<file path="src/steepest_descent_line_search_top_defines.svh">
// ----------------------------------------------------------------------------
// Assertion macros for the steepest descent line search block
// Concurrent checks clocked on clk_i and disabled while rst_ni is low.
// ----------------------------------------------------------------------------
`ifndef STEEPEST_DESCENT_LINE_SEARCH_TOP_DEFINES_SVH
`define STEEPEST_DESCENT_LINE_SEARCH_TOP_DEFINES_SVH

`ifndef SYNTHESIS
// same-cycle implication
`define SDLS_ASSERT_IMP(name, ante, cons) \
  name: assert property (@(posedge clk_i) disable iff (!rst_ni) (ante) |-> (cons)) \
    else $error("sdls assertion failed");
// next-cycle implication
`define SDLS_ASSERT_NXT(name, ante, cons) \
  name: assert property (@(posedge clk_i) disable iff (!rst_ni) (ante) |=> (cons)) \
    else $error("sdls assertion failed");
`else
`define SDLS_ASSERT_IMP(name, ante, cons)
`define SDLS_ASSERT_NXT(name, ante, cons)
`endif

`endif

</file>
<file path="src/sdls_pkg.sv">
// ----------------------------------------------------------------------------
// sdls_pkg
// Shared types and constants of the steepest descent line search block.
// ----------------------------------------------------------------------------
package sdls_pkg;

  // input function codes
  localparam logic FUNC_LOAD = 1'b0;
  localparam logic FUNC_EVAL = 1'b1;

  // rejections in a row that mark the search as stuck
  localparam int unsigned MAX_REJECTS = 40;

  // floor(x/5) = (x * RECIP5) >> RECIP5_SHIFT for any 32-bit x
  localparam logic [31:0] RECIP5       = 32'hCCCC_CCCD;
  localparam int unsigned RECIP5_SHIFT = 34;

  // depth of the queue between front and back
  localparam int unsigned QUEUE_DEPTH = 4;

  localparam int unsigned CFG_IDX_W = 3;

  typedef enum logic [CFG_IDX_W-1:0] {
    CFG_ATOM_COUNT   = 3'd0,
    CFG_INITIAL_STEP = 3'd1,
    CFG_GRAD_TOL     = 3'd2,
    CFG_ITER_LIMIT   = 3'd3,
    CFG_MIN_STEP     = 3'd4
  } cfg_idx_e;

  typedef enum logic [2:0] {
    STATUS_CONTINUE   = 3'd0,
    STATUS_CONVERGED  = 3'd1,
    STATUS_ITER_LIMIT = 3'd2,
    STATUS_STUCK      = 3'd3,
    STATUS_FIRST_FAIL = 3'd4
  } status_e;

  typedef enum logic [3:0] {
    PH_IDLE   = 4'b0001,
    PH_AWAIT  = 4'b0010,
    PH_SEARCH = 4'b0100,
    PH_DONE   = 4'b1000
  } phase_e;

  typedef struct packed {
    logic               func;
    logic signed [31:0] value;
    logic signed [31:0] energy;
    logic               eval_ok;
    logic               last;
  } sdls_in_t;

  typedef struct packed {
    logic signed [31:0] trial_coord;
    logic signed [31:0] accepted_coord;
    logic               run_end;
    status_e            status;
    logic signed [31:0] best_energy;
    logic [30:0]        gradient_norm;
    logic [15:0]        moves_done;
  } sdls_out_t;

  // classified element handed from front to back
  typedef struct packed {
    logic               is_load;
    logic               in_range;
    logic               use_new;     // this run's gradient becomes the accepted one
    logic               take_trial;  // trial point accepted: coordinate moves
    logic signed [31:0] value;
    logic [31:0]        step;
    logic               run_end;
    status_e            status;
    logic signed [31:0] best_energy;
    logic [30:0]        gradient_norm;
    logic [15:0]        moves_done;
  } sdls_cmd_t;

endpackage

</file>
<file path="src/sdls_front.sv">
// ----------------------------------------------------------------------------
// sdls_front
// Configuration registers and search control: classifies each transaction,
// decides accept or reject, tracks step, energy, norm and counters.
// ----------------------------------------------------------------------------
module sdls_front import sdls_pkg::*; #(
  parameter int unsigned MAX_ATOMS = 64,
  localparam int unsigned MAX_ELEMS = 3 * MAX_ATOMS,
  localparam int unsigned IDX_W     = $clog2(MAX_ELEMS + 1),
  localparam int unsigned ADDR_W    = $clog2(MAX_ELEMS)
) (
  input  logic                 clk_i,
  input  logic                 rst_ni,
  input  logic                 cfg_we_i,
  input  logic [CFG_IDX_W-1:0] cfg_idx_i,
  input  logic [31:0]          cfg_data_i,
  input  logic                 take_i,
  input  sdls_in_t             in_data_i,
  output logic                 push_o,
  output sdls_cmd_t            cmd_o,
  output logic [ADDR_W-1:0]    idx_o
);

  // configuration
  logic [6:0]  atom_count_q;
  logic [31:0] initial_step_q, min_step_q;
  logic [30:0] conv_tol_q;
  logic [15:0] iter_limit_q;

  // search state
  phase_e      phase_q, phase_d;
  logic [IDX_W-1:0] elem_idx_q, elem_idx_d;
  logic [31:0] step_q, step_d, fifth_q, fifth_d;
  logic signed [31:0] energy_q, energy_d;
  logic [30:0] norm_q, norm_d, rmax_q, rmax_d;
  logic [15:0] moves_q, moves_d;
  logic [5:0]  rejects_q, rejects_d;
  logic        run_acc_q, run_acc_d;
  status_e     fstat_q, fstat_d;

  logic [IDX_W-1:0] n_elems, cur_idx;
  logic        in_range, use_new, take_trial;
  logic [32:0] grow_sum;
  logic [31:0] grow_step, half_step;
  logic [30:0] abs_val, rmax_base;
  logic [63:0] fifth_prod;
  status_e     status;

  // element count from the atom count, clamped to the supported range
  always_comb begin
    if (atom_count_q == '0) begin
      n_elems = IDX_W'(3);
    end else if (32'(atom_count_q) > 32'(MAX_ATOMS)) begin
      n_elems = IDX_W'(MAX_ELEMS);
    end else begin
      n_elems = IDX_W'(3 * 32'(atom_count_q));
    end
  end

  // step growth by 6/5 with saturation; fifth_q holds step_q / 5
  assign grow_sum  = {1'b0, step_q} + {1'b0, fifth_q};
  assign grow_step = grow_sum[32] ? '1 : grow_sum[31:0];
  assign half_step = step_q >> 1;

  // saturated magnitude of the incoming element
  always_comb begin
    if (in_data_i.value == 32'sh8000_0000) begin
      abs_val = '1;
    end else if (in_data_i.value < 0) begin
      abs_val = 31'(-in_data_i.value);
    end else begin
      abs_val = 31'(in_data_i.value);
    end
  end

  // control update for one transaction
  always_comb begin
    phase_d    = phase_q;
    elem_idx_d = elem_idx_q;
    step_d     = step_q;
    energy_d   = energy_q;
    norm_d     = norm_q;
    rmax_d     = rmax_q;
    moves_d    = moves_q;
    rejects_d  = rejects_q;
    run_acc_d  = run_acc_q;
    fstat_d    = fstat_q;
    push_o     = 1'b0;
    status     = STATUS_CONTINUE;
    cur_idx    = elem_idx_q;
    in_range   = 1'b0;
    use_new    = 1'b0;
    take_trial = 1'b0;
    rmax_base  = rmax_q;

    if (take_i) begin
      if (in_data_i.func == FUNC_LOAD) begin
        // load restarts at element zero after any other phase
        if (phase_q != PH_IDLE) begin
          cur_idx = '0;
          phase_d = PH_IDLE;
        end
        in_range = (cur_idx < n_elems);
        push_o   = 1'b1;
        if (in_data_i.last) begin
          step_d     = initial_step_q;
          moves_d    = '0;
          rejects_d  = '0;
          fstat_d    = STATUS_CONTINUE;
          phase_d    = PH_AWAIT;
          elem_idx_d = '0;
        end else if (cur_idx < IDX_W'(MAX_ELEMS)) begin
          elem_idx_d = cur_idx + 1'b1;
        end else begin
          elem_idx_d = cur_idx;
        end
      end else if (phase_q == PH_AWAIT || phase_q == PH_SEARCH) begin
        push_o   = 1'b1;
        in_range = (cur_idx < n_elems);
        // accept or reject on the first element of the run
        if (cur_idx == '0) begin
          rmax_base = '0;
          if (phase_q == PH_AWAIT) begin
            energy_d  = in_data_i.energy;
            run_acc_d = in_data_i.eval_ok;
          end else if (in_data_i.eval_ok && (in_data_i.energy < energy_q)) begin
            run_acc_d = 1'b1;
            energy_d  = in_data_i.energy;
            step_d    = grow_step;
            moves_d   = (moves_q != '1) ? moves_q + 1'b1 : moves_q;
            rejects_d = '0;
            fstat_d   = STATUS_CONTINUE;
          end else begin
            run_acc_d = 1'b0;
            step_d    = half_step;
            rejects_d = (rejects_q != '1) ? rejects_q + 1'b1 : rejects_q;
            fstat_d   = ((32'(rejects_d) >= MAX_REJECTS) || (half_step < min_step_q))
                        ? STATUS_STUCK : STATUS_CONTINUE;
          end
        end
        use_new    = (phase_q == PH_AWAIT) || run_acc_d;
        take_trial = (phase_q == PH_SEARCH) && run_acc_d;
        rmax_d     = rmax_base;
        if (in_range && use_new && (abs_val > rmax_base)) begin
          rmax_d = abs_val;
        end
        if (in_data_i.last) begin
          if (phase_q == PH_AWAIT && !run_acc_d) begin
            status = STATUS_FIRST_FAIL;
          end else if (use_new) begin
            norm_d = rmax_d;
            if (moves_d >= iter_limit_q) begin
              status = STATUS_ITER_LIMIT;
            end else if (rmax_d < conv_tol_q) begin
              status = STATUS_CONVERGED;
            end else begin
              status = STATUS_CONTINUE;
            end
          end else begin
            status = fstat_d;
          end
          fstat_d    = status;
          phase_d    = (status != STATUS_CONTINUE) ? PH_DONE : PH_SEARCH;
          elem_idx_d = '0;
        end else if (cur_idx < IDX_W'(MAX_ELEMS)) begin
          elem_idx_d = cur_idx + 1'b1;
        end
      end
    end
  end

  // step / 5 computed from the next step and registered alongside it
  assign fifth_prod = 64'(step_d) * 64'(RECIP5);
  assign fifth_d    = 32'(fifth_prod >> RECIP5_SHIFT);

  // command to the back end
  always_comb begin
    cmd_o.is_load       = (in_data_i.func == FUNC_LOAD);
    cmd_o.in_range      = in_range;
    cmd_o.use_new       = use_new;
    cmd_o.take_trial    = take_trial;
    cmd_o.value         = in_data_i.value;
    cmd_o.step          = step_d;
    cmd_o.run_end       = in_data_i.last;
    cmd_o.status        = status;
    cmd_o.best_energy   = energy_d;
    cmd_o.gradient_norm = norm_d;
    cmd_o.moves_done    = moves_d;
    idx_o               = in_range ? cur_idx[ADDR_W-1:0] : '0;
  end

  // configuration writes
  always_ff @(posedge clk_i or negedge rst_ni) begin
    if (!rst_ni) begin
      atom_count_q   <= 7'd1;
      initial_step_q <= 32'd16777216;
      conv_tol_q     <= 31'd66;
      iter_limit_q   <= 16'd1000;
      min_step_q     <= 32'd1;
    end else if (cfg_we_i) begin
      case (cfg_idx_e'(cfg_idx_i))
        CFG_ATOM_COUNT:   atom_count_q   <= cfg_data_i[6:0];
        CFG_INITIAL_STEP: initial_step_q <= cfg_data_i;
        CFG_GRAD_TOL:     conv_tol_q     <= cfg_data_i[30:0];
        CFG_ITER_LIMIT:   iter_limit_q   <= cfg_data_i[15:0];
        CFG_MIN_STEP:     min_step_q     <= cfg_data_i;
        default: ;
      endcase
    end
  end

  // search state
  always_ff @(posedge clk_i or negedge rst_ni) begin
    if (!rst_ni) begin
      phase_q    <= PH_IDLE;
      elem_idx_q <= '0;
      step_q     <= '0;
      fifth_q    <= '0;
      energy_q   <= '0;
      norm_q     <= '0;
      rmax_q     <= '0;
      moves_q    <= '0;
      rejects_q  <= '0;
      run_acc_q  <= 1'b0;
      fstat_q    <= STATUS_CONTINUE;
    end else begin
      phase_q    <= phase_d;
      elem_idx_q <= elem_idx_d;
      step_q     <= step_d;
      fifth_q    <= fifth_d;
      energy_q   <= energy_d;
      norm_q     <= norm_d;
      rmax_q     <= rmax_d;
      moves_q    <= moves_d;
      rejects_q  <= rejects_d;
      run_acc_q  <= run_acc_d;
      fstat_q    <= fstat_d;
    end
  end

endmodule

</file>
<file path="config.mk">
export PLATFORM = sky130hd
export DESIGN_NAME = sdls_front
export DESIGN_NICKNAME = d
export VERILOG_FILES = /design/src/steepest_descent_line_search_top_defines.svh /design/src/sdls_pkg.sv /design/src/sdls_front.sv
export SDC_FILE = /design/constraint.sdc
export NUM_CORES = 2
export LEC_CHECK = 0
export ABC_AREA = 1
export BUFFER_PORTS_ARGS = -buffer_cell sky130_fd_sc_hd__buf_2
export CAP_MARGIN = 20
export CORE_ASPECT_RATIO = 1.25
export CORE_MARGIN = 2
export CORE_UTILIZATION = 68
export DETAILED_ROUTE_END_ITERATION = 10
export GPL_ROUTABILITY_DRIVEN = 0
export HOLD_SLACK_MARGIN = 0.03
export PLACE_DENSITY = 0.88
export SLEW_MARGIN = 30
export SYNTH_ARGS = -nofsm -noshare
export SYNTH_HDL_FRONTEND = slang
export SYNTH_SLANG_ARGS = --single-unit
</file>
<file path="constraint.sdc">
create_clock -name clk_i -period 22 [get_ports clk_i]
set_clock_uncertainty 0.05 [all_clocks]
set_input_delay 2.2 -clock clk_i [delete_from_list [all_inputs] [get_ports clk_i]]
set_output_delay 2.2 -clock clk_i [all_outputs]
set_load 0.1 [all_outputs]
</file>
==> metrics.txt <==
post-route setup TNS 0 ps; RSZ-0062 raised after global routing false; num rows 97; Hold Path Class flip-flop to flip-flop; Core Footprint 0.0559 mm²; Final HPWL DP 98900 µm; largest cells by area after synthesis sky130_fd_sc_hd__fa_1 (20%), sky130_fd_sc_hd__dfrtp_1 (20%), sky130_fd_sc_hd__ha_1 (18%); combined area of the multi-input logic cells 0.0262 mm²; x dimension of the die 216 µm; critical path data arrival time 12730 ps; number of max-cap violations 0; Slew Limit Headroom 0.269; total wire length 123000 µm; deepest clock path buffer count 3; global-route wire length before repair 189000 µm; number of hold buffers added after CTS 0; Slowest cell on crit path sky130_fd_sc_hd__inv_1; register area share after synthesis 0.204; ratio of cells with drive above 1 in the final layout 0.0968; Async SR Flop Fraction 1.00; number of distinct library cells after synthesis 65; DRC 0; CP max stage delay 740 ps; Iteration-0 DRC Markers 3717; vias in the first global route 35800; largest net degree at the start of global routing 95; post-synthesis register bit count 312; adder-cell share of the synthesized area 0.378; number of vias in the routed layout 34700; clock tree sinks 312; Via-to-Cell Ratio 6.17; Final period util 0.563; post-synthesis cell type with the largest combined area sky130_fd_sc_hd__fa_1; relative area change from synthesis to final layout 7.76%; count of synthesis-stage warnings from yosys 0; logic depth of the worst register-to-register path 39; Max Slew Vio Count 0; highest net fanout along the worst path 29; global router's overall resource usage 0.420; Net count, final 5889; number of enable flip-flop cells after synthesis 0; RR Startpoint energy_q[31]; die footprint 0.0584 mm²; overall overflow remaining after global route 0; detailed-routing iteration count for the pre-antenna-repair pass 9; Antenna Nets Post-Route 0; share of the synthesized netlist area taken by xor and xnor gates 0.0319; top cell type's share of synthesized area 0.202; source-to-sink clock delay at the later pin of the worst-skew pair 580 ps; # Post-CTS Setup Buffers 0; mux contribution to synthesized area 0.00962; endpoint of the worst hold-timing path norm_q[8]; synthesized area per cell 8.26 µm²; y dimension of the die 270 µm; initial cell density of the core 0.686; antenna violations before repair 7; main combinational cell family by area after synthesis adder cells; final period demand of the worst path 12380 ps; total setup violations reported at the end of the flow 0; routed wirelength normalized by instance count 21.8 µm; share of the synthesized area in compound gates (AO/OA/AOI/OAI) 0.122; Worst Path Class, Setup input port to flip-flop; top-level I/O count 266; most used cell, CP sky130_fd_sc_hd__fa_1; kind of end point of the critical path flip-flop; H-tree lvl count 1; Inserted Clock Buffers 28; combined flip-flop and latch cell area 0.00782 mm²; basic-gate share of the synthesized area counting and, or, nand and nor cells 0.142; critical path required time 22360 ps; Top FF cell, synth sky130_fd_sc_hd__dfrtp_1; total of fill cells in the finished design 3997; internal reg-to-reg setup slack 10980 ps; cells resized by post-CTS repair 0; Mapped Area 0.0384 mm²; Worst-Margin Slew 1090 ps; status finished clean; number of failing hold endpoints at the final stage 0; TritonCTS clock tree yes; clock slew at reported path FFs 70 ps; Post-Syn Instances 4647; count of input and output buffers 265; worst hold path startpoint norm_q[8]; CP Launch Point in_data_i[33]; Fmax 0.0808 GHz; buffer cell driving the clock tree root sky130_fd_sc_hd__clkbuf_16; number of cells traversed by the worst hold path 2; Worst Setup Start Kind input port; Reg2Reg Capture Point fifth_q[5]; post-synthesis net count 5679
## synthesized netlist by cell type (16+ instances only)
library cell               number
sky130_fd_sc_hd__o21ai_2       17
sky130_fd_sc_hd__o211ai_1      18
sky130_fd_sc_hd__buf_4         38
sky130_fd_sc_hd__a21oi_1      274
sky130_fd_sc_hd__mux2_2        31
sky130_fd_sc_hd__o21ai_0      300
sky130_fd_sc_hd__inv_1        979
sky130_fd_sc_hd__ha_1         538
sky130_fd_sc_hd__fa_1         388
sky130_fd_sc_hd__nand2_1      818
sky130_fd_sc_hd__o21a_1        28
sky130_fd_sc_hd__dfrtp_1      300
sky130_fd_sc_hd__nor3_1        44
sky130_fd_sc_hd__clkbuf_1      62
sky130_fd_sc_hd__buf_2         16
sky130_fd_sc_hd__nor2_1       274
sky130_fd_sc_hd__o221ai_1      26
sky130_fd_sc_hd__xnor2_1       43
sky130_fd_sc_hd__nor4_1        17
sky130_fd_sc_hd__a31oi_1       21
sky130_fd_sc_hd__nand4_1       34
sky130_fd_sc_hd__xor2_1        95
sky130_fd_sc_hd__nand3_1       81
sky130_fd_sc_hd__o22ai_1       34
## per-stage QoR
step / worst slack (ps) / hold slack [ps] / util / instances / instance area, µm²
after global placement: 9800 / 407 / 0.720 / 5567 / 40300
after global routing: 9480 / 441 / 0.739 / 5622 / 41400
after CTS: 10260 / 429 / 0.739 / 5620 / 41300
final: 9620 / 425 / 0.739 / 5623 / 41400
after detailed placement: 9670 / 411 / 0.721 / 5569 / 40300
after floorplan: 9460 / 399 / - / 4647 / 38400
## per-layer routing
layer	up-vias	share of wire	global-route usage
met4	6	0.11	0.369
met5	-	0.00029	0.000833
met3	833	0.10	0.0891
met1	16300	0.32	0.452
met2	2297	0.47	0.698
li1	15200	-	-
## cell families after synthesis
kind of cell,count (synthesis)
DFF,312
muxes,33
and+or+nand+nor,1310
adders and majority gates,926
xor gates and xnor gates,139
AOI/OAI and AO/OA,813
buffers and inverters,1114
## sequential cells by signal (all words and copies together), names as in the netlist
name            count
energy_q           32
initial_step_q     32
min_step_q         32
step_q             32
conv_tol_q         31
norm_q             31
rmax_q             31
fifth_q            30
iter_limit_q       16
moves_q            16
elem_idx_q          8
atom_count_q        7
rejects_q           6
phase_q             4
fstat_q             3
run_acc_q           1
## area by class of cell
cell class                      count  area share
Antenna cell                        3    0.000182
Tap cell                          742      0.0224
Clock inverter                     16     0.00569
Timing Repair Buffer              301      0.0391
Clock buffer                       35      0.0186
Sequential cell                   312       0.189
Inverter                          993      0.0903
Multi-Input combinational cell   3221       0.635
## critical path: cells and delay by family
kind,cells,cell delay (ps)
compound gates,10,2100
simple gates,11,1510
fa+ha+maj,10,4660
xor+xnor,1,520
buf+inv,7,1710
## worst max-delay path by stage
stage,depth (start not counted),endpoint,slack (ps)
3_3_place_gp,38,fifth_q[5],9800
4_1_cts,41,fifth_q[21],10260
5_1_grt,39,fifth_q[5],9480
3_5_place_dp,41,fifth_q[21],9670
2_1_floorplan,38,fifth_q[15],9460
6_report,39,fifth_q[5],9620
## placed cells by master (no fill, tap or decap), types with 11 or more instances in the layout
cell type                   synthesis  routed
sky130_fd_sc_hd__fa_1             388     388
sky130_fd_sc_hd__o21bai_1          11      11
sky130_fd_sc_hd__a211oi_1          14      14
sky130_fd_sc_hd__o221ai_1          26      26
sky130_fd_sc_hd__clkbuf_16          0      29
sky130_fd_sc_hd__nand2_1          818     818
sky130_fd_sc_hd__xor2_1            95      95
sky130_fd_sc_hd__nor3_1            44      43
sky130_fd_sc_hd__mux2_2            31      31
sky130_fd_sc_hd__o21a_1            28      28
sky130_fd_sc_hd__o21ai_2           17      17
sky130_fd_sc_hd__ha_1             538     538
sky130_fd_sc_hd__inv_1            979     979
sky130_fd_sc_hd__buf_4             38      32
sky130_fd_sc_hd__nand4_1           34      34
sky130_fd_sc_hd__o211ai_1          18      18
sky130_fd_sc_hd__o21ai_1           15      18
sky130_fd_sc_hd__dfstp_2           12      12
sky130_fd_sc_hd__o21ai_0          300     297
sky130_fd_sc_hd__nor4_1            17      17
sky130_fd_sc_hd__a31oi_1           21      21
sky130_fd_sc_hd__buf_2             16     265
sky130_fd_sc_hd__dfrtp_1          300     300
sky130_fd_sc_hd__a22oi_1           14      14
sky130_fd_sc_hd__a21oi_1          274     272
sky130_fd_sc_hd__o22ai_1           34      34
sky130_fd_sc_hd__nand3_1           81      79
sky130_fd_sc_hd__xnor2_1           43      43
sky130_fd_sc_hd__nor2_1           274     271
Power is left out: the tool's default activity adds up to more than one toggle a clock period on the data nets, which glitch-free logic cannot reach.
