### src/steepest_descent_line_search_top_defines.svh
// ----------------------------------------------------------------------------
// Assertion macros for the steepest descent line search block
// Concurrent checks clocked on clk_i and disabled while rst_ni is low.
// ----------------------------------------------------------------------------
`ifndef STEEPEST_DESCENT_LINE_SEARCH_TOP_DEFINES_SVH
`define STEEPEST_DESCENT_LINE_SEARCH_TOP_DEFINES_SVH

`ifndef SYNTHESIS
// same-cycle implication
`define SDLS_ASSERT_IMP(name, ante, cons) \
  name: assert property (@(posedge clk_i) disable iff (!rst_ni) (ante) |-> (cons)) \
    else $error("sdls assertion failed");
// next-cycle implication
`define SDLS_ASSERT_NXT(name, ante, cons) \
  name: assert property (@(posedge clk_i) disable iff (!rst_ni) (ante) |=> (cons)) \
    else $error("sdls assertion failed");
`else
`define SDLS_ASSERT_IMP(name, ante, cons)
`define SDLS_ASSERT_NXT(name, ante, cons)
`endif

`endif

### src/sdls_pkg.sv
// ----------------------------------------------------------------------------
// sdls_pkg
// Shared types and constants of the steepest descent line search block.
// ----------------------------------------------------------------------------
package sdls_pkg;

  // input function codes
  localparam logic FUNC_LOAD = 1'b0;
  localparam logic FUNC_EVAL = 1'b1;

  // rejections in a row that mark the search as stuck
  localparam int unsigned MAX_REJECTS = 40;

  // floor(x/5) = (x * RECIP5) >> RECIP5_SHIFT for any 32-bit x
  localparam logic [31:0] RECIP5       = 32'hCCCC_CCCD;
  localparam int unsigned RECIP5_SHIFT = 34;

  // depth of the queue between front and back
  localparam int unsigned QUEUE_DEPTH = 4;

  localparam int unsigned CFG_IDX_W = 3;

  typedef enum logic [CFG_IDX_W-1:0] {
    CFG_ATOM_COUNT   = 3'd0,
    CFG_INITIAL_STEP = 3'd1,
    CFG_GRAD_TOL     = 3'd2,
    CFG_ITER_LIMIT   = 3'd3,
    CFG_MIN_STEP     = 3'd4
  } cfg_idx_e;

  typedef enum logic [2:0] {
    STATUS_CONTINUE   = 3'd0,
    STATUS_CONVERGED  = 3'd1,
    STATUS_ITER_LIMIT = 3'd2,
    STATUS_STUCK      = 3'd3,
    STATUS_FIRST_FAIL = 3'd4
  } status_e;

  typedef enum logic [3:0] {
    PH_IDLE   = 4'b0001,
    PH_AWAIT  = 4'b0010,
    PH_SEARCH = 4'b0100,
    PH_DONE   = 4'b1000
  } phase_e;

  typedef struct packed {
    logic               func;
    logic signed [31:0] value;
    logic signed [31:0] energy;
    logic               eval_ok;
    logic               last;
  } sdls_in_t;

  typedef struct packed {
    logic signed [31:0] trial_coord;
    logic signed [31:0] accepted_coord;
    logic               run_end;
    status_e            status;
    logic signed [31:0] best_energy;
    logic [30:0]        gradient_norm;
    logic [15:0]        moves_done;
  } sdls_out_t;

  // classified element handed from front to back
  typedef struct packed {
    logic               is_load;
    logic               in_range;
    logic               use_new;     // this run's gradient becomes the accepted one
    logic               take_trial;  // trial point accepted: coordinate moves
    logic signed [31:0] value;
    logic [31:0]        step;
    logic               run_end;
    status_e            status;
    logic signed [31:0] best_energy;
    logic [30:0]        gradient_norm;
    logic [15:0]        moves_done;
  } sdls_cmd_t;

endpackage

### src/sdls_queue.sv
// ----------------------------------------------------------------------------
// sdls_queue
// Small register FIFO decoupling the front classifier from the back datapath.
// ----------------------------------------------------------------------------
`include "steepest_descent_line_search_top_defines.svh"

module sdls_queue import sdls_pkg::*; #(
  parameter int unsigned DATA_W = 8,
  parameter int unsigned DEPTH  = 4,
  localparam int unsigned PTR_W = $clog2(DEPTH),
  localparam int unsigned CNT_W = $clog2(DEPTH + 1)
) (
  input  logic              clk_i,
  input  logic              rst_ni,
  input  logic              push_i,
  input  logic [DATA_W-1:0] data_i,
  output logic              full_o,
  input  logic              pop_i,
  output logic              valid_o,
  output logic [DATA_W-1:0] data_o
);

  logic [DATA_W-1:0] entry_q [DEPTH];
  logic [PTR_W-1:0]  wr_ptr_q, rd_ptr_q;
  logic [CNT_W-1:0]  count_q;

  assign full_o  = (count_q == CNT_W'(DEPTH));
  assign valid_o = (count_q != '0);
  assign data_o  = entry_q[rd_ptr_q];

  // storage
  always_ff @(posedge clk_i) begin
    if (push_i) begin
      entry_q[wr_ptr_q] <= data_i;
    end
  end

  // pointers and fill level
  always_ff @(posedge clk_i or negedge rst_ni) begin
    if (!rst_ni) begin
      wr_ptr_q <= '0;
      rd_ptr_q <= '0;
      count_q  <= '0;
    end else begin
      if (push_i) begin
        wr_ptr_q <= (wr_ptr_q == PTR_W'(DEPTH - 1)) ? '0 : wr_ptr_q + 1'b1;
      end
      if (pop_i) begin
        rd_ptr_q <= (rd_ptr_q == PTR_W'(DEPTH - 1)) ? '0 : rd_ptr_q + 1'b1;
      end
      if (push_i && !pop_i) begin
        count_q <= count_q + 1'b1;
      end else if (pop_i && !push_i) begin
        count_q <= count_q - 1'b1;
      end
    end
  end

  `SDLS_ASSERT_IMP(a_no_overflow, push_i, !full_o || pop_i)
  `SDLS_ASSERT_IMP(a_no_underflow, pop_i, valid_o)
  `SDLS_ASSERT_NXT(a_count_hold, !push_i && !pop_i, $stable(count_q))

endmodule

### config.mk
export PLATFORM = sky130hd
export DESIGN_NAME = sdls_queue
export DESIGN_NICKNAME = d
export VERILOG_FILES = /design/src/sdls_pkg.sv /design/src/sdls_queue.sv
export VERILOG_INCLUDE_DIRS = /design/src /design/src/src
export SDC_FILE = /design/constraint.sdc
export NUM_CORES = 1
export LEC_CHECK = 0
export BUFFER_PORTS_ARGS = -buffer_cell sky130_fd_sc_hd__clkbuf_2
export CORE_MARGIN = 10
export CORE_UTILIZATION = 50
export CTS_BUF_LIST = sky130_fd_sc_hd__clkbuf_4
export CTS_CLUSTER_DIAMETER = 150
export DETAILED_ROUTE_END_ITERATION = 8
export GPL_ROUTABILITY_DRIVEN = 0
export MAX_ROUTING_LAYER = met4
export PLACE_DENSITY = 0.7
export SYNTH_ARGS = -nofsm -noshare
export SYNTH_HDL_FRONTEND = slang
export SYNTH_SLANG_ARGS = --single-unit
export TNS_END_PERCENT = 5
### constraint.sdc
create_clock -name clk_i -period 3.79 [get_ports clk_i]
set_clock_uncertainty 0.1 [all_clocks]
set_input_delay 0.5685 -clock clk_i [delete_from_list [all_inputs] [get_ports clk_i]]
set_output_delay 0.5685 -clock clk_i [all_outputs]
set_load 0.02 [all_outputs]
==> results_dict.tcl, run 1 <==
set metrics [dict create \
    result_of_the_run "finished clean" \
    drt-pass1-iter-count 4 \
    met1Wirelength_um 1100 \
    max_slew_margin_vs_limit_pct 61.1 \
    design.final.nets 125 \
    setup_violations 0 \
    tritoncts_num_sinks 39 \
    port_buffers 21 \
    fin_crit_sh_pct 65.9 \
    antenna-diode-count 0 \
    hold_path.class "input pin to flop" \
    first_global_vias 848 \
    met2_wirelength_um 1290 \
    timing.final.max_slew_violations 0 \
    seq_area_frac_synth_pct 72.3 \
    slew_at_the_pin_closest_to_its_max_slew_limit_ps 584 \
    most-common-layout-cells "sky130_fd_sc_hd__edfxtp_1 (32), sky130_fd_sc_hd__clkbuf_2 (21), sky130_fd_sc_hd__mux4_2 (8)" \
    timing.critical_path.cells "mux4_2 > clkbuf_2" \
    buffer_levels_on_the_longest_clock_path 2 \
    sum_of_routed_wire_length_over_all_layers_um 2550 \
    antenna_found_initial 0 \
    worstPathArrival_ps 1830 \
    syn_std_cell_area_um2 1570 \
    cts-buffers-inserted 5 \
    fp.dieH_um 76.1 \
    critPathKind "flop to primary output" \
    powerDensity_nw_per_um2 705 \
    worst_setup_slack_post_dpl_ps 1620 \
    max-cap-violations 0 \
    worstPathRequired_ps 3120 \
    grt-ovfl-total 0 \
    finalPower_mw 1.25 \
    min_clock_period_post_route_ps 2500 \
    cts_post_setup_buffers_inserted 0 \
    met3WireLength_um 120 \
    num_io_pins 22 \
    drc 0 \
    mostFrequentLayoutCell "sky130_fd_sc_hd__edfxtp_1" \
    mappedNetlistNets 98 \
    cts_tree "done" \
    worst_slack_setup_final_ps 1290 \
    hpwlAfterDp_um 1820 \
    final-instance-count-excl-fill 151 \
    num_vias 763 \
    worst-path-max-fanout 11 \
    cts.clk_slew.worst_paths_ps 110 \
    drt-wirelength-per-cell_um 16.9 \
    critical_path_buf_inv_count 1 \
    yosysWarningCount 0 \
    finish.utilization_pct 58.8 \
    grtUsageTotal_pct 10.0 \
    synthDistinctLibCells 18 \
    clk_root_buffer_cell "sky130_fd_sc_hd__clkbuf_4" \
    post_route_cells_drive_above_1_share_pct 36.4 \
    pin_count_of_the_biggest_net_entering_global_routing 13 \
    vdd.ir_drop.worst_uv 359 \
    die_x_extent_um 76.1 \
    route.top_layer_used "met4" \
    slowest_delay_ps 730 \
    rsz0062_at_grt "no" \
    critPathLaunchType "flop" \
    number_of_placement_rows 20 \
    postSynthAreaPerCell_um2 19.9 \
    synthesis.instances 79 \
    power.leakage_nw 0.673 \
    first_iteration_detailed_routing_drc_count 85 \
    postSynthRegisterBits 39 \
    vias_per_cell 5.05 \
    clock_latency_ps 340 \
    fin_tns_setup_ps 0 \
    finalHoldViolCount 0 \
    critical_path.slowest_cell "sky130_fd_sc_hd__dfrtp_1" \
    crit_path_end_kind "primary output" \
    floorplan.initialDensity_pct 51.9 \
    core_region_area_um2 3030 \
    max_freq_mhz 400 \
    die-area_um2 5790 \
    ant_nets 0 \
    clock_tree.htree_level_count 2 \
    dpl.cell_count 142 \
    critPathTopFamily "flip-flops" \
    first_pass_grt_wire_length_um 4350 \
    p_r_area_growth_vs_syn_pct 13.2 \
]
-- cell usage after synthesis --
master | n | area, µm²
sky130_fd_sc_hd__and2_1 | 4 | 25.0
sky130_fd_sc_hd__buf_2 | 1 | 5.00
sky130_fd_sc_hd__buf_6 | 1 | 11.3
sky130_fd_sc_hd__dfrtp_1 | 7 | 175
sky130_fd_sc_hd__edfxtp_1 | 32 | 961
sky130_fd_sc_hd__fa_1 | 1 | 20.0
sky130_fd_sc_hd__ha_1 | 6 | 75.1
sky130_fd_sc_hd__inv_1 | 5 | 18.8
sky130_fd_sc_hd__mux2_2 | 3 | 33.8
sky130_fd_sc_hd__mux4_2 | 8 | 180
sky130_fd_sc_hd__nand2_1 | 1 | 3.75
sky130_fd_sc_hd__nand3_1 | 1 | 5.00
sky130_fd_sc_hd__nor2_1 | 2 | 7.51
sky130_fd_sc_hd__nor3b_1 | 1 | 7.51
sky130_fd_sc_hd__o21ai_0 | 2 | 10.0
sky130_fd_sc_hd__or3_1 | 1 | 6.26
sky130_fd_sc_hd__xnor2_1 | 1 | 8.76
sky130_fd_sc_hd__xor2_1 | 2 | 17.5
-- area by class of cell --
cell class | count | area, µm²
Clock buffer | 6 | 45.0
Clock inverter | 2 | 8.76
Fill cell | 255 | 1250
Inverter | 5 | 18.8
Multi-Input combinational cell | 33 | 400
Sequential cell | 39 | 1140
Tap cell | 44 | 55.1
Timing Repair Buffer | 22 | 115
-- repair_timing --
item	4_1_cts	5_1_grt
gates resized for setup	0	0
hold buffers	1	0
endpoints found under the setup margin	0	0
endpoints found under the hold margin	7	0
-- where the power goes --
part / internal [mW] / switching [mW]
sequential: 0.563 / 0.0884
combinational: 0.192 / 0.207
clock: 0.0768 / 0.127
total: 0.832 / 0.422
-- metal layers --
layer | global-route usage, % | vias up
li1 | - | 356
met1 | 11.4 | 385
met2 | 15.1 | 18
met3 | 4.60 | 4
met4 | 3.90 | 0
met5 | - | -
-- path summary, 6_finish.rpt --
kind	start	end	slack (ps)	cells past startpoint
worst max-delay path	rd_ptr_q[0]	data_o[2]	1290	2
worst min-delay path	data_i[6]	entry_q[1][6]	340	1
worst max register to register	rd_ptr_q[0]	rd_ptr_q[1]	2260	2
worst min register to register	count_q[2]	count_q[2]	390	1
max in group asynchronous	rst_ni	count_q[2]	2930	2
min in group asynchronous	rst_ni	count_q[1]	500	2
-- flip-flops by register name, summed over array words and instances, names as in the netlist --
name      flops
wr_ptr_q      2
entry_q      32
count_q       3
rd_ptr_q      2
-- logic make-up (layout without fill, tap and decap cells) --
family,count (synthesis),after routing,share of synthesized area [%]
AND/OR/NAND/NOR,10,10,3.50
flip-flops,39,39,72.3
buffers and inverters,7,35,2.23
multiplexers,11,11,13.6
adder cells (fa/ha/maj),7,7,6.05
AO/OA/AOI/OAI,2,2,0.637
XOR/XNOR,3,3,1.67
-- through the flow --
stage,hold slack (ps),instance area [µm²]
finish,341,1780
global route,313,1780
CTS,326,1780
detailed placement,316,1720
global placement,315,1720
floorplan,173,1570
Note: power is estimated with default switching activity, not from simulation.
==> run 2, diff against run 1 <==
==> constraint.sdc (replaced) <==
create_clock -name clk_i -period 2.35 [get_ports clk_i]
set_clock_uncertainty 0.1 [all_clocks]
set_input_delay 0.3525 -clock clk_i [delete_from_list [all_inputs] [get_ports clk_i]]
set_output_delay 0.3525 -clock clk_i [all_outputs]
set_load 0.02 [all_outputs]
==> results_dict.tcl, run 2 (synthesis gave the netlist of run 1 again) <==
set metrics [dict create \
    core_region_area_um2 3030 \
    floorplan.initialDensity_pct 51.9 \
    fin_tns_setup_ps 0 \
    timing.final.max_slew_violations 0 \
    port_buffers 21 \
    grt-ovfl-total 0 \
    max_flop_register "entry_q" \
    fin_crit_sh_pct 89.5 \
    antenna-diode-count 0 \
    clock_tree.htree_level_count 2 \
    critical_path.slowest_cell "sky130_fd_sc_hd__dfrtp_2" \
    cts_post_setup_buffers_inserted 0 \
    num_vias 772 \
    number_of_placement_rows 20 \
    finalHoldViolCount 0 \
    most-common-layout-cells "sky130_fd_sc_hd__edfxtp_1 (32), sky130_fd_sc_hd__clkbuf_2 (21), sky130_fd_sc_hd__mux4_2 (8)" \
    post_route_cells_drive_above_1_share_pct 37.4 \
    drt-pass1-iter-count 2 \
    finish.utilization_pct 58.8 \
    mostFrequentLayoutCell "sky130_fd_sc_hd__edfxtp_1" \
    slew_at_the_pin_closest_to_its_max_slew_limit_ps 447 \
    cts-buffers-inserted 5 \
    worst-path-max-fanout 11 \
    reg2reg_setup_slack_ps 840 \
    biggestRegsByFlops "entry_q (32), count_q (3)" \
    max-cap-violations 0 \
    max_freq_mhz 476 \
    largest_register_ff_count 32 \
    worstPathRequired_ps 1900 \
    die-area_um2 5790 \
    ant_nets 0 \
    setup_violations 0 \
    p_r_area_growth_vs_syn_pct 13.3 \
    cts_tree "done" \
    first_pass_grt_wire_length_um 4250 \
    pin_count_of_the_biggest_net_entering_global_routing 13 \
    power.leakage_nw 0.671 \
    slowest_delay_ps 580 \
    critPathTopFamily "flip-flops" \
    cts.clk_slew.worst_paths_ps 110 \
    min_clock_period_post_route_ps 2100 \
    die_x_extent_um 76.1 \
    tritoncts_num_sinks 39 \
    vdd.ir_drop.worst_uv 509 \
    max_slew_margin_vs_limit_pct 70.2 \
    grtUsageMet2_pct 15.8 \
    clock_latency_ps 340 \
    num_io_pins 22 \
    critPathKind "flop to primary output" \
    critPathLaunchType "flop" \
    powerDensity_nw_per_um2 1130 \
    hpwlAfterDp_um 1810 \
    vias_per_cell 5.11 \
    hold_path.class "input pin to flop" \
    clk_root_buffer_cell "sky130_fd_sc_hd__clkbuf_4" \
    first_global_vias 844 \
    worst_r2r_path_depth 3 \
    grt-busiest-layer "met2" \
    crit_path_end_kind "primary output" \
    antenna_found_initial 0 \
    critical_path_buf_inv_count 1 \
    timing.critical_path.cells "mux4_2 > clkbuf_2" \
    hold-path-cell-count 1 \
    drt-wirelength-per-cell_um 16.9 \
    design.final.nets 125 \
    grt_util_met1_pct 10.1 \
    rsz0062_at_grt "no" \
    first_iteration_detailed_routing_drc_count 53 \
    finalPower_mw 2.01 \
    buffer_levels_on_the_longest_clock_path 2 \
    crit_path_depth 2 \
    drc 0 \
    sum_of_routed_wire_length_over_all_layers_um 2560 \
    worstPathArrival_ps 1650 \
    gr-usage-met3_pct 4.25 \
    result_of_the_run "finished clean" \
    fp.dieH_um 76.1 \
    grtUsageTotal_pct 9.86 \
]
## run 2: cell type report
class                           instances  area (µm²)
Sequential cell                        39        1140
Timing Repair Buffer                   22         115
Multi-Input combinational cell         33         400
Inverter                                5        18.8
Tap cell                               44        55.1
Fill cell                             252        1250
Clock buffer                            6        45.0
Clock inverter                          2        8.76
## run 2: worst reg2reg max path, stage by stage, from the launching register on
cell and delay [ps]:
sky130_fd_sc_hd__dfrtp_1 410, sky130_fd_sc_hd__inv_1 120, sky130_fd_sc_hd__ha_1 140, sky130_fd_sc_hd__and2_1 390
## run 2: path summary, 6_finish.rpt
| check | endpoint | start |
|---|---|---|
| setup / recovery | data_o[2] | rd_ptr_q[0] |
| hold / removal | entry_q[3][7] | data_i[7] |
| setup reg to reg | entry_q[0][6] | wr_ptr_q[0] |
| hold reg to reg | count_q[2] | count_q[2] |
| max in group asynchronous | rd_ptr_q[0] | rst_ni |
| min in group asynchronous | count_q[0] | rst_ni |
## run 2: stage by stage
stage / instances / setup WS (ps) / cell area (µm²) / hold slack (ps)
5_1_grt: 151 / 140 / 1780 / 100
6_report: 151 / 247 / 1780 / 132
3_3_place_gp: 142 / 424 / 1720 / 99.2
2_1_floorplan: 79 / 820 / 1570 / -43.1
3_5_place_dp: 142 / 399 / 1720 / 103
4_1_cts: 151 / 5.53 / 1780 / 110
## run 2: repair_timing
action / CTS / global route
resized for setup: 0 / 1
hold buffers: 1 / 0
endpoints found under the setup margin: 0 / 8
hold endpoints to repair: 7 / 0
## run 2: layer usage
layer  wire (µm)  up-vias
met2        1370       16
li1            -      355
met1        1040      396
met4          36        0
met3         104        5
met5           0        -
## run 2: power breakdown
| group | switching [mW] | internal (mW) |
|---|---|---|
| Combinational | 0.331 | 0.309 |
| Sequential | 0.141 | 0.910 |
| Clock | 0.199 | 0.124 |
==> run 3, diff against run 2 <==
--- a/config.mk
+++ b/config.mk
@@ -6,7 +6,7 @@
 export SDC_FILE = /design/constraint.sdc
 export NUM_CORES = 1
 export LEC_CHECK = 0
-export BUFFER_PORTS_ARGS = -buffer_cell sky130_fd_sc_hd__clkbuf_2
+export BUFFER_PORTS_ARGS = -buffer_cell sky130_fd_sc_hd__buf_2
 export CORE_MARGIN = 10
 export CORE_UTILIZATION = 50
 export CTS_BUF_LIST = sky130_fd_sc_hd__clkbuf_4
==> results_dict.tcl, run 3 (synthesis gave the netlist of run 1 again) <==
set metrics [dict create \
    result_of_the_run "finished clean" \
    pin_count_of_the_biggest_net_entering_global_routing 14 \
    hpwlAfterDp_um 1870 \
    first_global_vias 848 \
    tritoncts_num_sinks 39 \
    clock_latency_ps 340 \
    hold_path.class "input pin to flop" \
    first_iteration_detailed_routing_drc_count 45 \
    max_freq_mhz 474 \
    worstPathRequired_ps 1900 \
    p_r_area_growth_vs_syn_pct 15.0 \
    min_clock_period_post_route_ps 2110 \
    first_pass_grt_wire_length_um 4400 \
    fin_crit_sh_pct 89.9 \
    fin_tns_setup_ps 0 \
    cts.clk_slew.worst_paths_ps 130 \
    finalHoldViolCount 0 \
    port_buffers 21 \
    placed_standard_cell_area_um2 1720 \
    buffer_levels_on_the_longest_clock_path 2 \
    fp.dieH_um 76.1 \
    clk_root_buffer_cell "sky130_fd_sc_hd__clkbuf_4" \
    most-common-layout-cells "sky130_fd_sc_hd__edfxtp_1 (32), sky130_fd_sc_hd__buf_2 (21), sky130_fd_sc_hd__mux4_2 (8)" \
    rsz0062_at_grt "no" \
    biggestRegsByFlops "entry_q (32), count_q (3)" \
    core_region_area_um2 3030 \
    drc 0 \
    die-area_um2 5790 \
    drt-pass1-iter-count 5 \
    cts-buffers-inserted 5 \
    power.leakage_nw 0.679 \
    floorplan.initialDensity_pct 51.9 \
    max-cap-violations 0 \
    num_vias 761 \
    drt-wirelength-per-cell_um 17.1 \
    fin_area_um2 1810 \
    vdd.ir_drop.worst_uv 595 \
    cts_post_setup_buffers_inserted 0 \
    worstPathArrival_ps 1660 \
    grt-ovfl-total 0 \
    critPathKind "flop to primary output" \
    max_flop_register "entry_q" \
    slew_at_the_pin_closest_to_its_max_slew_limit_ps 450 \
    ant_nets 0 \
    worst-path-max-fanout 11 \
    finalPower_mw 2.14 \
    grtUsageTotal_pct 10.2 \
    timing.final.max_slew_violations 0 \
    finish.utilization_pct 59.7 \
    powerDensity_nw_per_um2 1180 \
    mostFrequentLayoutCell "sky130_fd_sc_hd__edfxtp_1" \
    cts_tree "done" \
    num_io_pins 22 \
    max_slew_margin_vs_limit_pct 70.0 \
    design.final.nets 125 \
    critPathLaunchType "flop" \
    die_x_extent_um 76.1 \
    vias_per_cell 5.04 \
    setup_violations 0 \
    antenna-diode-count 0 \
    crit_path_end_kind "primary output" \
    sum_of_routed_wire_length_over_all_layers_um 2580 \
    post_route_cells_drive_above_1_share_pct 38.3 \
    antenna_found_initial 0 \
    number_of_placement_rows 20 \
    clock_tree.htree_level_count 2 \
    largest_register_ff_count 32 \
]
-- run 3: cell types whose count changed in the layout (fill, tap and decap cells not counted), sizes merged --
cell,before,now
buf,0,21
bufinv,0,1
clkbuf,27,5
-- run 3: power breakdown --
part | internal, mW | switching, mW | leakage, nW | total (mW)
sequential | 0.910 | 0.142 | 0.376 | 1.05
clock | 0.224 | 0.221 | 0.0452 | 0.445
combinational | 0.311 | 0.328 | 0.258 | 0.639
total | 1.44 | 0.692 | 0.679 | 2.14
-- run 3: worst paths after layout --
kind,from,to,slack [ps],depth (start not counted)
worst max register to register,wr_ptr_q[0],entry_q[0][6],830,3
worst max-delay path,rd_ptr_q[0],data_o[1],240,2
worst min-delay path,data_i[7],entry_q[3][7],110,1
min in group asynchronous,rst_ni,rd_ptr_q[1],270,2
worst min register to register,count_q[2],count_q[2],400,1
max in group asynchronous,rst_ni,rd_ptr_q[0],1710,2
-- run 3: what timing repair did --
item	CTS	global route
hold buffers	1	0
setup endpoints to repair	0	8
hold endpoints to repair	7	0
resized for setup	0	1
-- run 3: critical path, stage by stage, from the launching register on --
cell and delay, ps:
sky130_fd_sc_hd__dfrtp_2 580, sky130_fd_sc_hd__mux4_2 550, sky130_fd_sc_hd__buf_2 170
-- run 3: layout make-up --
| class | instances | area [µm²] |
|---|---|---|
| Multi-Input combinational cell | 33 | 400 |
| Tap cell | 44 | 55.1 |
| Fill cell | 243 | 1220 |
| Inverter | 5 | 18.8 |
| Sequential cell | 39 | 1140 |
| Clock buffer | 5 | 37.5 |
| Clock inverter | 3 | 43.8 |
| Timing Repair Buffer | 22 | 115 |
-- run 3: layer usage --
layer  share of wire (%)  vias to the layer above  GRT usage, %
met5                   0                        -             -
met4                 1.7                        0          5.02
met3                 4.7                        5          4.13
met2                  53                       21          15.8
met1                  41                      381          11.3
li1                    -                      354             -
-- run 3: through the flow --
stage               hold WS, ps  setup slack, ps  std cells
floorplan                 -43.1              820         79
global placement           94.3              424        142
detailed placement         97.8              408        142
CTS                        89.3            0.592        151
global route               81.7              131        151
finish                      107              238        151
